`config.mk`:
```
export PLATFORM = sky130hd
export DESIGN_NAME = vote_record_validator_core
export DESIGN_NICKNAME = d
export VERILOG_FILES = /design/src/hw/rtl/vrv_pkg.sv /design/src/hw/rtl/vote_record_validator_core.sv
export SDC_FILE = /design/constraint.sdc
export NUM_CORES = 1
export LEC_CHECK = 0
export ABC_AREA = 1
export BUFFER_PORTS_ARGS = -buffer_cell sky130_fd_sc_hd__buf_4
export CAP_MARGIN = 20
export CORE_MARGIN = 2
export CORE_UTILIZATION = 62
export DETAILED_ROUTE_END_ITERATION = 12
export MAX_ROUTING_LAYER = met4
export PLACE_DENSITY_LB_ADDON = 0.1
export SLEW_MARGIN = 10
export SYNTH_ARGS = -nofsm -noshare
export SYNTH_HDL_FRONTEND = slang
export SYNTH_SLANG_ARGS = --single-unit
```
`constraint.sdc`:
```
create_clock -name clock -period 3.15 [get_ports clock]
set_input_delay 0.1575 -clock clock [delete_from_list [all_inputs] [get_ports clock]]
set_output_delay 0.1575 -clock clock [all_outputs]
set_load 0.02 [all_outputs]
```
`src/hw/rtl/vrv_pkg.sv`:
```
`timescale 1ns / 1ps
// Shared constants for the vote record validator: phase codes, status codes,
// register indexes and register reset values. No dependencies.
package vrv_pkg;

   localparam int unsigned ByteW    = 8;
   localparam int unsigned PctW     = 16;
   localparam int unsigned StatusW  = 2;
   localparam int unsigned PhaseW   = 3;
   localparam int unsigned CsrIdxW  = 3;
   localparam int unsigned CsrDataW = 16;
   localparam int unsigned RspDataW = 16;

   localparam logic [PhaseW-1:0] PH_COUNT = 3'd0;
   localparam logic [PhaseW-1:0] PH_NLEN  = 3'd1;
   localparam logic [PhaseW-1:0] PH_NAME  = 3'd2;
   localparam logic [PhaseW-1:0] PH_PLO   = 3'd3;
   localparam logic [PhaseW-1:0] PH_PHI   = 3'd4;
   localparam logic [PhaseW-1:0] PH_DONE  = 3'd5;
   localparam logic [PhaseW-1:0] PH_HOLD  = 3'd6;

   localparam logic [StatusW-1:0] ST_OK    = 2'd0;
   localparam logic [StatusW-1:0] ST_LEN   = 2'd1;
   localparam logic [StatusW-1:0] ST_ASSET = 2'd2;

   localparam logic [CsrIdxW-1:0] CSR_MAX_VOTES    = 3'd0;
   localparam logic [CsrIdxW-1:0] CSR_NAME_LEN_MIN = 3'd1;
   localparam logic [CsrIdxW-1:0] CSR_NAME_LEN_MAX = 3'd2;
   localparam logic [CsrIdxW-1:0] CSR_PERCENT_MIN  = 3'd3;
   localparam logic [CsrIdxW-1:0] CSR_PERCENT_MAX  = 3'd4;
   localparam logic [CsrIdxW-1:0] CSR_CHAR_LOW     = 3'd5;
   localparam logic [CsrIdxW-1:0] CSR_CHAR_HIGH    = 3'd6;

   localparam logic [ByteW-1:0] MAX_VOTES_RST    = 8'd53;
   localparam logic [ByteW-1:0] NAME_LEN_MIN_RST = 8'd1;
   localparam logic [ByteW-1:0] NAME_LEN_MAX_RST = 8'd20;
   localparam logic [PctW-1:0]  PERCENT_MIN_RST  = 16'd1;
   localparam logic [PctW-1:0]  PERCENT_MAX_RST  = 16'd10000;
   localparam logic [ByteW-1:0] CHAR_LOW_RST     = 8'd32;
   localparam logic [ByteW-1:0] CHAR_HIGH_RST    = 8'd126;

endpackage

```
`src/hw/rtl/vote_record_validator_core.sv`:
```
`timescale 1ns / 1ps
// Vote record validator: byte-serial parser that checks one serialized vote
// record and gives one status word at its last byte. Depends on vrv_pkg.
//
//   channel  direction  word
//   req      in         tdata[7:0] data_byte, tlast last_byte
//   rsp      out        tdata[1:0] status, [9:2] ballot_count, [15:10] zero
//   csr      in         csr_we, csr_index, csr_wdata (write only)
//
// One byte per cycle while no result is stalled; a byte is registered in the input
// register, and its status, if any, is registered in the result register as it leaves.
// The parse state update (compares and one 16-bit add) sets the cycle.
// Synchronous active-high reset clears parse state and restores registers.
// A stalled result holds a byte carrying tlast and the bytes behind it; others keep flowing.
module vote_record_validator_core
   import vrv_pkg::*;
(
   input  logic                clock,
   input  logic                reset,
   input  logic                req_tvalid,
   output logic                req_tready,
   input  logic [ByteW-1:0]    req_tdata,   // [7:0] data_byte
   input  logic                req_tlast,   // last_byte
   output logic                rsp_tvalid,
   input  logic                rsp_tready,
   output logic [RspDataW-1:0] rsp_tdata,   // [1:0] status, [9:2] ballot_count
   input  logic                csr_we,
   input  logic [CsrIdxW-1:0]  csr_index,
   input  logic [CsrDataW-1:0] csr_wdata
);

   logic [ByteW-1:0] max_votes_ff, name_len_min_ff, name_len_max_ff;
   logic [ByteW-1:0] char_low_ff, char_high_ff;
   logic [PctW-1:0]  percent_min_ff, percent_max_ff;

   logic             in_valid_ff;
   logic [ByteW-1:0] in_byte_ff;
   logic             in_last_ff;
   logic             advance;

   logic [PhaseW-1:0]  phase_ff, phase_in;
   logic [ByteW-1:0]   count_seen_ff, count_seen_in;
   logic [ByteW-1:0]   votes_left_ff, votes_left_in;
   logic [ByteW-1:0]   name_left_ff, name_left_in;
   logic               name_bad_ff, name_bad_in;
   logic [ByteW-1:0]   pct_low_ff, pct_low_in;
   logic [PctW-1:0]    total_ff, total_in;
   logic [StatusW-1:0] latched_ff, latched_in;

   logic               rsp_valid_ff;
   logic [StatusW-1:0] rsp_status_ff, status_out;
   logic [ByteW-1:0]   rsp_count_ff;

   logic [PctW-1:0]  pct;
   logic [PctW-1:0]  total_sum;
   logic [ByteW-1:0] votes_dec;
   logic [ByteW-1:0] name_dec;
   logic             char_bad;

   always_ff @(posedge clock) begin
      if (reset) begin
         max_votes_ff    <= MAX_VOTES_RST;
         name_len_min_ff <= NAME_LEN_MIN_RST;
         name_len_max_ff <= NAME_LEN_MAX_RST;
         percent_min_ff  <= PERCENT_MIN_RST;
         percent_max_ff  <= PERCENT_MAX_RST;
         char_low_ff     <= CHAR_LOW_RST;
         char_high_ff    <= CHAR_HIGH_RST;
      end else if (csr_we) begin
         unique case (csr_index)
            CSR_MAX_VOTES:    max_votes_ff    <= csr_wdata[ByteW-1:0];
            CSR_NAME_LEN_MIN: name_len_min_ff <= csr_wdata[ByteW-1:0];
            CSR_NAME_LEN_MAX: name_len_max_ff <= csr_wdata[ByteW-1:0];
            CSR_PERCENT_MIN:  percent_min_ff  <= csr_wdata[PctW-1:0];
            CSR_PERCENT_MAX:  percent_max_ff  <= csr_wdata[PctW-1:0];
            CSR_CHAR_LOW:     char_low_ff     <= csr_wdata[ByteW-1:0];
            CSR_CHAR_HIGH:    char_high_ff    <= csr_wdata[ByteW-1:0];
            default: ;
         endcase
      end
   end

   assign advance    = in_valid_ff && (!in_last_ff || !rsp_valid_ff || rsp_tready);
   assign req_tready = !in_valid_ff || advance;

   always_ff @(posedge clock) begin
      if (reset) begin
         in_valid_ff <= 1'b0;
      end else if (req_tready) begin
         in_valid_ff <= req_tvalid;
      end
   end

   always_ff @(posedge clock) begin
      if (req_tready && req_tvalid) begin
         in_byte_ff <= req_tdata;
         in_last_ff <= req_tlast;
      end
   end

   assign pct       = {in_byte_ff, pct_low_ff};
   assign total_sum = total_ff + pct;
   assign votes_dec = votes_left_ff - 8'd1;
   assign name_dec  = name_left_ff - 8'd1;
   assign char_bad  = (in_byte_ff < char_low_ff) || (in_byte_ff > char_high_ff);

   always_comb begin
      phase_in      = phase_ff;
      count_seen_in = count_seen_ff;
      votes_left_in = votes_left_ff;
      name_left_in  = name_left_ff;
      name_bad_in   = name_bad_ff;
      pct_low_in    = pct_low_ff;
      total_in      = total_ff;
      latched_in    = latched_ff;
      unique case (phase_ff)
         PH_COUNT: begin
            count_seen_in = in_byte_ff;
            if (in_byte_ff == '0) begin
               latched_in = ST_OK;
               phase_in   = PH_HOLD;
            end else if (in_byte_ff > max_votes_ff) begin
               latched_in = ST_ASSET;
               phase_in   = PH_HOLD;
            end else begin
               votes_left_in = in_byte_ff;
               total_in      = '0;
               phase_in      = PH_NLEN;
            end
         end
         PH_NLEN: begin
            if (in_byte_ff < name_len_min_ff || in_byte_ff > name_len_max_ff) begin
               latched_in = ST_ASSET;
               phase_in   = PH_HOLD;
            end else begin
               name_left_in = in_byte_ff;
               name_bad_in  = 1'b0;
               phase_in     = (in_byte_ff == '0) ? PH_PLO : PH_NAME;
            end
         end
         PH_NAME: begin
            name_bad_in  = name_bad_ff || char_bad;
            name_left_in = name_dec;
            if (name_dec == '0) begin
               if (name_bad_ff || char_bad) begin
                  phase_in   = PH_HOLD;
                  latched_in = ST_ASSET;
               end else begin
                  phase_in = PH_PLO;
               end
            end
         end
         PH_PLO: begin
            pct_low_in = in_byte_ff;
            phase_in   = PH_PHI;
         end
         PH_PHI: begin
            if (pct < percent_min_ff || pct > percent_max_ff) begin
               latched_in = ST_ASSET;
               phase_in   = PH_HOLD;
            end else begin
               total_in      = total_sum;
               votes_left_in = votes_dec;
               if (votes_dec != '0) begin
                  phase_in = PH_NLEN;
               end else if (total_sum != percent_max_ff) begin
                  latched_in = ST_ASSET;
                  phase_in   = PH_HOLD;
               end else begin
                  phase_in = PH_DONE;
               end
            end
         end
         PH_DONE: begin
            latched_in = ST_LEN;
            phase_in   = PH_HOLD;
         end
         default: phase_in = PH_HOLD;
      endcase
   end

   always_comb begin
      if (phase_in == PH_HOLD) begin
         status_out = latched_in;
      end else if (phase_in == PH_DONE) begin
         status_out = ST_OK;
      end else begin
         status_out = ST_LEN;
      end
   end

   always_ff @(posedge clock) begin
      if (reset || (advance && in_last_ff)) begin
         phase_ff      <= PH_COUNT;
         count_seen_ff <= '0;
         votes_left_ff <= '0;
         name_left_ff  <= '0;
         name_bad_ff   <= 1'b0;
         pct_low_ff    <= '0;
         total_ff      <= '0;
         latched_ff    <= ST_OK;
      end else if (advance) begin
         phase_ff      <= phase_in;
         count_seen_ff <= count_seen_in;
         votes_left_ff <= votes_left_in;
         name_left_ff  <= name_left_in;
         name_bad_ff   <= name_bad_in;
         pct_low_ff    <= pct_low_in;
         total_ff      <= total_in;
         latched_ff    <= latched_in;
      end
   end

   always_ff @(posedge clock) begin
      if (reset) begin
         rsp_valid_ff <= 1'b0;
      end else if (advance && in_last_ff) begin
         rsp_valid_ff <= 1'b1;
      end else if (rsp_tready) begin
         rsp_valid_ff <= 1'b0;
      end
   end

   always_ff @(posedge clock) begin
      if (advance && in_last_ff) begin
         rsp_status_ff <= status_out;
         rsp_count_ff  <= count_seen_in;
      end
   end

   assign rsp_tvalid = rsp_valid_ff;
   assign rsp_tdata  = {{(RspDataW - StatusW - ByteW){1'b0}}, rsp_count_ff, rsp_status_ff};

endmodule
```
### Word-level counts from Yosys, hierarchy flattened

Cells that the tools add are included.
W data, S select, Z words.

| cells by class | value |
|---|---|
| add/sub/neg operators | 3 |
| magnitude comparators | 7 |
| equal/unequal tests | 18 |
| multiplexer cells | 36 |
| reduce and logical (&&, ||, !) cells | 32 |

Operators by type and width:

| cell | count |
|---|---|
| $mux W16 | 3 |
| $mux W8 | 5 |
| $pmux W16 S2 | 1 |
| $pmux W8 S2 | 2 |
| $gt A8 B8 Y1 | 3 |
| $eq A3 B3 Y1 const B | 7 |
| $mux W3 | 7 |
| $mux W2 | 10 |
| $add A16 B16 Y16 | 1 |
| $gt A16 B16 Y1 | 1 |
| $logic_not A8 Y1 | 2 |
| $lt A16 B16 Y1 | 1 |
| $lt A8 B8 Y1 | 2 |
| $ne A16 B16 Y1 | 1 |
| $reduce_and A2 Y1 | 8 |
| $sub A8 B1 Y8 const B | 2 |
| $pmux W3 S5 | 1 |
| $eq A3 B2 Y1 const B | 4 |
| $pmux W2 S5 | 1 |
| $logic_or A1 B1 Y1 | 8 |
| $ne A2 B2 Y1 const B | 4 |
| $reduce_bool A8 Y1 | 1 |
| $eq A3 B1 Y1 const B | 2 |
| $logic_not A3 Y1 | 2 |
| 7 further kinds | 17 |

| storage, ports and cells | value |
|---|---|
| register bits after elaboration | 147 |
| input bits | 33 |
| output and inout port bits | 18 |
| word-level logic and storage cells | 117 |

### Logic depth before layout (Yosys ltp)

Gate-level depths: netlist of the first run.

| depth | value |
|---|---|
| depth after elaboration | 9 |
| gate-level depth with buffers | 23 |
| depth with buffers taken out | 23 |

### Worst setup path after synthesis of the first run

No wires, ideal clock.

| timing path | value |
|---|---|
| path kind | reg2reg |
| from | register in_byte_ff[4] |
| to | register rsp_status_ff[0], data pin |
| library setup time | 0.252 ns |
| arrival time | 2.265 ns |
| required time | 2.898 ns |
| path slack | 0.633 ns |
| cell stages (with the launch flop) | 22 |
| path buffers | 0 |
| clock period less this slack | 2.517 ns |
| cells stage by stage | edfxtp_1 -> ha_1 -> nand2_2 -> inv_1 -> nand2_1 -> nand3_1 -> a21oi_1 -> nand2_1 -> nand2_1 -> nand3_1 -> nand2_1 -> nand2_1 -> nor2_1 -> nand3_1 -> nand2_1 -> nand3_1 -> nand2_2 -> inv_2 -> nand2_1 -> nor2_1 -> nand2_1 -> nand2_1 |

| between the ends | value |
|---|---|
| longest elaborated chain between the ends | 9 |
| elaborated cells between the ends (all ways) | 37 |
| classes of those cells | 1 x add/sub; 7 x order compare; 3 x eq/ne; 21 x mux; 5 x reduce/logical |

Ends and longest elaborated chain:

| element | RTL line | text |
|---|---|---|
| start, declared | vote_record_validator_core.sv:37 | `logic [ByteW-1:0] in_byte_ff;` |
| start signal, assigned | vote_record_validator_core.sv:96 | `in_byte_ff <= req_tdata;` |
| $add A16 B16 Y16, or another cell as far along | vote_record_validator_core.sv:102 | `assign total_sum = total_ff + pct;` |
| $ne A16 B16 Y1 or $logic_or A1 B1 Y1 (tied branches) | vote_record_validator_core.sv:166, vote_record_validator_core.sv:105 |  |
| $mux W2 or $logic_or A1 B1 Y1 (tied branches) | vote_record_validator_core.sv:166, vote_record_validator_core.sv:145 |  |
| $mux W3, on equally long branches | vote_record_validator_core.sv:164, vote_record_validator_core.sv:145 |  |
| $mux W3, on equally long branches | vote_record_validator_core.sv:158, vote_record_validator_core.sv:144 |  |
| $pmux W3 S5 | vote_record_validator_core.sv:116 | `unique case (phase_ff)` |
| $eq A3 B3 Y1 | vote_record_validator_core.sv:185 | `end else if (phase_in == PH_DONE) begin` |
| $mux W1 | vote_record_validator_core.sv:185 |  |
| $mux W2 (*) | vote_record_validator_core.sv:183 | `if (phase_in == PH_HOLD) begin` |
| named net status_out[0] | vote_record_validator_core.sv:51 | `logic [StatusW-1:0] rsp_status_ff, status_out;` |
| end signal, assigned | vote_record_validator_core.sv:226 | `rsp_status_ff <= status_out;` |
| end, declared | vote_record_validator_core.sv:51 |  |

The timed path passes the listed nets; every way through them passes the cells marked *.
A chain may end at the register's enable or synchronous reset.

### Worst setup path after layout of the first run

Ends and elaborated chain as after synthesis.

==> reports/qor.yml, run 1 <==
status: "completed"
crit_chain: "ha_2 -> nand2_2 -> inv_1 -> nand2_1 -> nand3_1 -> a21oi_2 -> nand2_1 -> nand2_1 -> nand3_1 -> nand2_1 -> nand2_1 -> nor2_1 -> nand3_1 -> nand2_1 -> nand3_1 -> nand2_2 -> inv_2 -> nand2_1 -> nor2_1 -> nand2_1 -> nand2_1"
synth-edff-count: 19
synth_area_um2: 8826
p_leak_nw: 4.723
rsz0062_at_grt: "false"
slew_violations: 0
tightest_slew_ns: 0.8579
vias: 8137
final_cells: 1460
dp_hpwl_mm: 17.06
gp_congestion: 0.9756
die_h_um: 123.3
required_ns: 3.33
synth_async_sr_flop_share: 0
post-place-ws_ns: 0.2426
finalCriticalPeriod_ns: 2.904
cp-end-kind: "flop"
cts_buffers: 17
areaGrowthSynthToFinish_pct: 14.77
layout_common_cells: "nand2_1, inv_1, a21oi_1, dfxtp_1, o21ai_0"
clkSinkCount: 147
finalSetupViolations: 0
cp_top_family: "simple AND/OR/NAND/NOR gates"
critPathArrivalTime_ns: 3.09
grt_pass1_wl_mm: 38.02
grt_usage: 0.3398
cap_violations: 0
io_buffers: 44
synthTopCellsByArea: "dfxtp_1, ha_1, nand2_1"
antenna_found_initial: 2
dp_cells: 1410
syn_area_per_cell_um2: 7.324
clk_latency_ns: 0.43
cpMaxStageDelayCell: "edfxtp_1"
fin_total_pwr_w: 0.004841
rows: 43
drive_gt1_frac: 0.1041
drtIter0Drc: 766
synth_flop_cell: "dfxtp_1"
synth_top_cell_by_area: "dfxtp_1"
dieArea_um2: 15210
dr.pass1.iters: 5
grt_pass1_vias: 7443
cts_max_level: 4
wl_per_cell_um: 16.54
path_class: "reg2reg"
relSlewSlack: 0.4274
synth_xor_area_frac: 0.02821
maxClockFrequency_mhz: 344.3
ant_nets: 0
die_w_um: 123.3
worst_slack_ns: 0.2456
final_nets: 1387
synth_top_family_by_area: "simple AND/OR/NAND/NOR gates"
start_kind: "flop"
cts_tree: "built"
p_per_area_nw_per_um2: 477.9
hp-class: "in2reg"
period_share: 0.9220
synth_cell_type_count: 46
max_stage_delay_ns: 0.47
synthAdderAreaFrac: 0.1270
cts.reportedPaths.clkPinSlew_ns: 0.07
netlist_instances: 1205
yosys_warnings: 0
ys_seq_area_frac: 0.3550
fin_skew_ns: 0.01023
ir_drop_mv: 0.3964
totalWireLength_mm: 24.14
yosys.area.top_type_share: 0.2903
tns_ns: 0
synth-compound-area-share: 0.1880
grt_max_degree: 74
io_pins: 51
cts_max_path_buffers: 2
start_util: 0.6358
synthSimpleGateAreaFrac: 0.1985
drcViolationCount: 0
crit_top_cell: "nand2_1"
hold_viol: 0
critPathBufInv: 2
synth_seq_cells: 147
layout_commonest_cell: "nand2_1"
overflow: 0
synth_mux_area_frac: 0
core_area_um2: 13880
worstPathMaxFanout: 5
via_per_inst: 5.573
clock-root-buffer: "clkbuf_16"
worst register-to-register path, cell delays in order, from the launching register on:
cell	delay [ns]
edfxtp_1	0.47
ha_2	0.38
nand2_2	0.14
inv_1	0.06
nand2_1	0.07
nand3_1	0.10
a21oi_2	0.20
nand2_1	0.10
nand2_1	0.09
nand3_1	0.07
nand2_1	0.07
nand2_1	0.05
nor2_1	0.14
nand3_1	0.12
nand2_1	0.11
nand3_1	0.11
nand2_2	0.13
inv_2	0.05
nand2_1	0.06
nor2_1	0.04
nand2_1	0.05
nand2_1	0.05
state kept, by name (all words and copies together), names as in the netlist, 2 cells and up:
name	cells
name_len_min_ff	8
rsp_count_ff	8
total_ff	16
votes_left_ff	8
count_seen_ff	8
phase_ff	3
name_left_ff	8
rsp_status_ff	2
name_len_max_ff	8
char_high_ff	8
percent_max_ff	16
pct_low_ff	8
char_low_ff	8
latched_ff	2
in_byte_ff	8
max_votes_ff	8
percent_min_ff	16
cell usage after synthesis (all sizes together), types with 3 or more instances:
master	instances
nand4	17
a211oi	7
nor2	82
nand3	55
inv	188
edfxtp	19
a21oi	138
o31ai	3
o21bai	3
xnor3	4
dfxtp	128
nor4	4
clkbuf	28
nand2	235
nor3	9
nand3b	3
o211ai	23
buf	15
xnor2	5
o21ai	126
ha	88
xor2	13
through the flow:
step	hold slack, ns	utilization	area [µm²]
2_1_floorplan	0.2266	-	8845
3_3_place_gp	0.3329	0.6733	9346
3_5_place_dp	0.3365	0.6733	9346
4_1_cts	0.01504	0.7272	10090
5_1_grt	0.02927	0.7298	10130
6_report	0.02987	0.7298	10130
path summary, 6_finish.rpt:
kind                                                     start                               to  slack (ns)  depth (start not counted)
worst max-delay path                   in_byte_ff[4]$_DFFE_PP_       rsp_status_ff[0]$_DFFE_PP_        0.25                         21
worst min-delay path                              csr_wdata[4]  name_len_max_ff[4]$_SDFFE_PP1P_        0.03                          3
worst max register to register         in_byte_ff[4]$_DFFE_PP_       rsp_status_ff[0]$_DFFE_PP_        0.25                         21
worst min register to register  percent_min_ff[1]$_SDFFE_PP0P_   percent_min_ff[1]$_SDFFE_PP0P_        0.46                          2
timing repair:
| action | CTS | global route |
|---|---|---|
| hold endpoints to repair | 14 | 0 |
| hold buffers | 15 | 0 |
| setup endpoints to repair | 0 | 1 |
| gates resized for setup | 0 | 8 |
| setup buffers | 0 | 1 |
final cells by class:
cell class / count / area, µm²
multi-input cells: 831 / 4830
fillers: 1132 / 3751
flip-flops and latches: 147 / 3133
inverters: 189 / 709.4
repair buffers: 79 / 630.6
clock buffers: 20 / 479.2
well taps: 180 / 225.2
clock inverters: 12 / 117.6
diodes: 2 / 5.005
where the power goes:
group | internal [W] | total [W] | switching [W]
combinational | 0.000270 | 0.000766 | 0.000496
clock | 0.00120 | 0.00206 | 0.000859
sequential | 0.00198 | 0.00202 | 0.0000419
total | 0.00344 | 0.00484 | 0.00140
cells by family after synthesis:
| family | Yosys count |
|---|---|
| adders and majority gates | 89 |
| AOI/OAI and AO/OA | 308 |
| and+or+nand+nor | 406 |
| buffers and inverters | 232 |
| xor gates and xnor gates | 22 |
| DFF | 147 |
| other | 1 |
routing by layer:
metal	vias up	track usage	wire (µm)
met1	3720	0.4445	10810
met4	0	0.1001	420
met2	268	0.5247	11130
li1	4113	-	-
met5	-	-	0
met3	36	0.08118	1786
No activity file was read; power rests on OpenSTA's default activity.
==> run 2, diff against run 1 <==
- CTS_BUF_LIST: unset -> sky130_fd_sc_hd__clkbuf_4 sky130_fd_sc_hd__clkbuf_8 sky130_fd_sc_hd__clkbuf_16
==> reports/qor.yml, run 2 (synthesized netlist as in run 1, its figures left out) <==
cp-end-kind: "flop"
drcViolationCount: 0
maxClockFrequency_mhz: 344.4
layout_common_cells: "nand2_1, inv_1, a21oi_1, dfxtp_1, o21ai_0"
clk_latency_ns: 0.43
start_util: 0.6358
required_ns: 3.33
drive_gt1_frac: 0.1049
start_kind: "flop"
ir_drop_mv: 0.3958
clkSinkCount: 147
grt_pass1_wl_mm: 38.04
overflow: 0
worstPathMaxFanout: 5
layout_commonest_cell: "nand2_1"
ant_nets: 0
rsz0062_at_grt: "false"
antenna_found_initial: 2
fill_cells: 1131
cap_violations: 0
totalWireLength_mm: 24.19
rows: 43
cp-endpoint: "rsp_status_ff[0]$_DFFE_PP_"
grt_max_degree: 74
core_area_um2: 13880
vias: 8165
slew_violations: 0
reg_top3: "percent_max_ff x16, percent_min_ff x16, total_ff x16"
dr.pass1.iters: 6
p_per_area_nw_per_um2: 478.5
min_path_cells: 3
clock-root-buffer: "clkbuf_16"
rr_worst_depth: 21
drtIter0Drc: 740
path_class: "reg2reg"
r2r-start: "in_byte_ff[4]$_DFFE_PP_"
die_h_um: 123.3
p_leak_nw: 4.726
cts_max_path_buffers: 2
fin_skew_ns: 0.01006
gp_congestion: 0.9756
finalSetupViolations: 0
tns_ns: 0
wl_per_cell_um: 16.57
final_nets: 1387
cts.reportedPaths.clkPinSlew_ns: 0.07
critPathArrivalTime_ns: 3.09
hold_viol: 0
reg2reg_slack_ns: 0.25
hp-class: "in2reg"
grt_usage: 0.3398
multi_input_area_um2: 4830
seqCellArea_um2: 3133
relSlewSlack: 0.4282
finalCriticalPeriod_ns: 2.904
die_w_um: 123.3
fin_area_um2: 10130
io_pins: 51
dpl-instance-area_um2: 9346
grt_pass1_vias: 7443
cts_buffers: 17
status: "completed"
areaGrowthSynthToFinish_pct: 14.81
tightest_slew_ns: 0.8568
r2r_end: "rsp_status_ff[0]$_DFFE_PP_"
dieArea_um2: 15210
cts_max_level: 4
io_buffers: 44
via_per_inst: 5.592
period_share: 0.9218
dp_hpwl_mm: 17.06
cts_tree: "built"
startpoint: "in_byte_ff[4]$_DFFE_PP_"
-- run 2: cell counts in the layout (fill, tap and decap cells not counted) --
No cell type changed its count.
-- run 2: critical path: stages (launching register included) --
cell,delay (ns)
edfxtp_1,0.47
ha_2,0.38
nand2_2,0.14
inv_1,0.06
nand2_1,0.07
nand3_1,0.09
a21oi_2,0.20
nand2_1,0.10
nand2_1,0.09
nand3_1,0.07
nand2_1,0.07
nand2_1,0.05
nor2_1,0.14
nand3_1,0.13
nand2_1,0.11
nand3_1,0.11
nand2_2,0.13
inv_2,0.05
nand2_1,0.06
nor2_1,0.04
nand2_1,0.05
nand2_1,0.05
-- run 2: through the flow --
stage                     hold WS, ns  setup slack (ns)  total power [W]    util  std cells
final                         0.02945            0.2463         0.004849  0.7300       1460
after global routing          0.03169          0.001993         0.005039  0.7300       1460
after CTS                     0.01504            0.1579         0.004847  0.7274       1457
after detailed placement       0.3365            0.2426         0.002786  0.6733       1410
after global placement         0.3329            0.2965         0.002772  0.6733       1410
after floorplan                0.2266            0.6329         0.002558       -       1210
-- run 2: worst min path at each step --
stage / startpoint / endpoint
after floorplan: reset / in_valid_ff$_SDFFE_PP0N_
after global placement: reset / in_valid_ff$_SDFFE_PP0N_
after detailed placement: reset / in_valid_ff$_SDFFE_PP0N_
after CTS: csr_wdata[12] / percent_max_ff[12]$_SDFFE_PP0P_
after global routing: csr_wdata[0] / name_len_min_ff[0]$_SDFFE_PP1P_
final: csr_wdata[4] / name_len_max_ff[4]$_SDFFE_PP1P_
-- run 2: layout make-up --
class | count | share of cell area
Antenna cell | 2 | 0.0004939
Timing Repair Buffer | 79 | 0.06223
Tap cell | 180 | 0.02222
Clock buffer | 20 | 0.04766
Inverter | 189 | 0.07001
Clock inverter | 12 | 0.01161
Sequential cell | 147 | 0.3092
Multi-Input combinational cell | 831 | 0.4766
-- run 2: layer usage --
metal / global-route usage / part of all wire / routed length, µm / vias up
li1: - / - / - / 4112
met1: 0.4431 / 0.45 / 10850 / 3741
met2: 0.5192 / 0.45 / 10910 / 271
met3: 0.08118 / 0.074 / 1801 / 41
met4: 0.1151 / 0.026 / 623 / 0
met5: - / 0 / 0 / -
-- run 2: report_power, final --
group | switching (W) | internal [W]
logic | 0.000496 | 0.000271
clock network | 0.000858 | 0.00120
registers | 0.0000417 | 0.00198
total | 0.00140 | 0.00345
-- run 2: timing repair --
action                     in CTS  in global routing
gates resized for setup         0                  8
hold endpoints to repair       14                  0
setup endpoints to repair       0                  1
buffers inserted                0                  1
hold buffers                   15                  0
==> run 3, diff against run 2 <==
- CORE_MARGIN: 2 -> 3
==> reports/qor.yml, run 3 (synthesized netlist as in run 1, its figures left out) <==
status: "completed"
fin_skew_ns: 0.01087
layout_commonest_cell: "nand2_1"
via_per_inst: 5.694
worstPathMaxFanout: 5
drcViolationCount: 0
grt_usage: 0.3107
period_share: 0.9153
fin_total_pwr_w: 0.004827
antenna_found_initial: 1
start_util: 0.6510
p_sw_w: 0.001474
cellInternalPower_w: 0.003353
p_comb_frac: 0.158
cts_buffers: 17
hp-class: "in2reg"
maxClockFrequency_mhz: 346.8
gp_congestion: 0.9620
dr.pass1.iters: 5
max_stage_delay_ns: 0.43
crit_top_cell: "nand2_1"
seq_power_share: 0.418
tightest_slew_ns: 0.8813
wl_per_cell_um: 16.24
drtIter0Drc: 626
slew_violations: 0
io_pins: 51
finalSetupViolations: 0
hold_viol: 0
clk_latency_ns: 0.43
grt_util_met3: 0.06269
final_cells: 1453
relSlewSlack: 0.4103
clock-root-buffer: "clkbuf_16"
p_leak_nw: 4.722
critPathArrivalTime_ns: 3.07
core_area_um2: 13560
cts_max_level: 4
die_w_um: 125.3
cts.reportedPaths.clkPinSlew_ns: 0.07
rows: 42
ant_nets: 0
crit_chain: "ha_1 -> nand2_1 -> inv_1 -> nand2_1 -> inv_1 -> and2_1 -> nand2_2 -> nand2_1 -> nand2_1 -> nand3_1 -> nand2_1 -> nand2_1 -> nor2_1 -> nand3_1 -> nand2_1 -> nand3_1 -> nand2_2 -> inv_2 -> nand2_1 -> nor2_1 -> nand2_1 -> nand2_1"
busiest_layer: "met2"
clkSinkCount: 147
use_met2: 0.4777
die_h_um: 125.3
cts_max_path_buffers: 2
clkPwrFrac: 0.425
io_buffers: 44
ir_drop_mv: 0.5520
cap_violations: 0
start_kind: "flop"
cpMaxStageDelayCell: "edfxtp_1"
path_class: "reg2reg"
layout_common_cells: "nand2_1, inv_1, a21oi_1, dfxtp_1, o21ai_0"
required_ns: 3.34
cts_tree: "built"
critPathBufInv: 3
grt_max_degree: 74
grt_pass1_vias: 7717
use_met1: 0.4072
drive_gt1_frac: 0.09875
dp_cells: 1403
overflow: 0
areaGrowthSynthToFinish_pct: 14.39
vias: 8274
reg_top3: "percent_max_ff x16, percent_min_ff x16, total_ff x16"
cp-end-kind: "flop"
totalWireLength_mm: 23.59
p_per_area_nw_per_um2: 478.1
cp_top_family: "simple AND/OR/NAND/NOR gates"
grt_pass1_wl_mm: 38.24
dp_hpwl_mm: 16.71
final_nets: 1385
dieArea_um2: 15700
finalCriticalPeriod_ns: 2.883
sw_frac_of_total: 0.3053
## run 3: cell types whose count changed in the layout (fill, tap and decap cells not counted), moves of 2 or more
cell | previous run | this run
clkinv_8 | 0 | 3
clkinv_2 | 3 | 0
ha_1 | 85 | 88
ha_2 | 3 | 0
buf_4 | 64 | 62
a21oi_2 | 4 | 2
clkinvlp_4 | 2 | 0
inv_6 | 3 | 7
a21oi_1 | 134 | 136
## run 3: worst paths after layout
| kind | from | end | slack (ns) | cells past startpoint |
|---|---|---|---|---|
| setup reg to reg | in_byte_ff[1]$_DFFE_PP_ | rsp_status_ff[0]$_DFFE_PP_ | 0.27 | 22 |
| hold / removal | csr_wdata[0] | percent_min_ff[0]$_SDFFE_PP1P_ | 0.02 | 3 |
| hold reg to reg | name_len_min_ff[7]$_SDFFE_PP0P_ | name_len_min_ff[7]$_SDFFE_PP0P_ | 0.46 | 2 |
| setup / recovery | in_byte_ff[1]$_DFFE_PP_ | rsp_status_ff[0]$_DFFE_PP_ | 0.27 | 22 |
## run 3: power by group through the flow
stage	Sequential [W]	Combinational, W	Clock (W)
2_1_floorplan	0.00206	0.000496	0
3_3_place_gp	0.00205	0.000705	0
3_5_place_dp	0.00206	0.000721	0
4_1_cts	0.00202	0.000747	0.00207
5_1_grt	0.00202	0.000857	0.00215
6_report	0.00202	0.000761	0.00205
## run 3: final cells by class
cell class | instances | area [µm²]
clock buffer | 18 | 450.4
fill | 1084 | 3462
sequential | 147 | 3133
multi-input combinational | 831 | 4812
clock inverter | 14 | 152.6
tap | 176 | 220.2
inverter | 189 | 709.4
antenna | 1 | 2.502
timing repair buffer | 77 | 615.6
## run 3: metrics by stage
step	worst slack, ns	utilization	hold WS (ns)	instance area (µm²)	setup TNS [ns]
after detailed placement	0.2675	0.6873	0.3340	9319	0
final	0.2667	0.7446	0.02123	10100	0
after floorplan	0.6329	-	0.2266	8845	0
after global placement	0.3277	0.6873	0.3310	9319	0
after global routing	-0.003784	0.7446	0.02875	10100	-0.003784
after CTS	0.2510	0.7429	0.01044	10070	0
## run 3: worst min-delay path: cells and delay by family
kind	cells	cell delay (ns)
buffers and inverters	1	0.14
AND/OR/NAND/NOR	2	0.13
## run 3: repair_timing
action | 4_1_cts | 5_1_grt
resized for setup | 0 | 2
hold buffers | 15 | 0
endpoints found under the setup margin | 0 | 2
setup buffers | 0 | 2
endpoints found under the hold margin | 14 | 0
## run 3: routing by layer
metal | routed length [µm] | share of wire
met4 | 648 | 0.027
met3 | 1651 | 0.070
met1 | 10540 | 0.45
met5 | 0 | 0
met2 | 10750 | 0.46
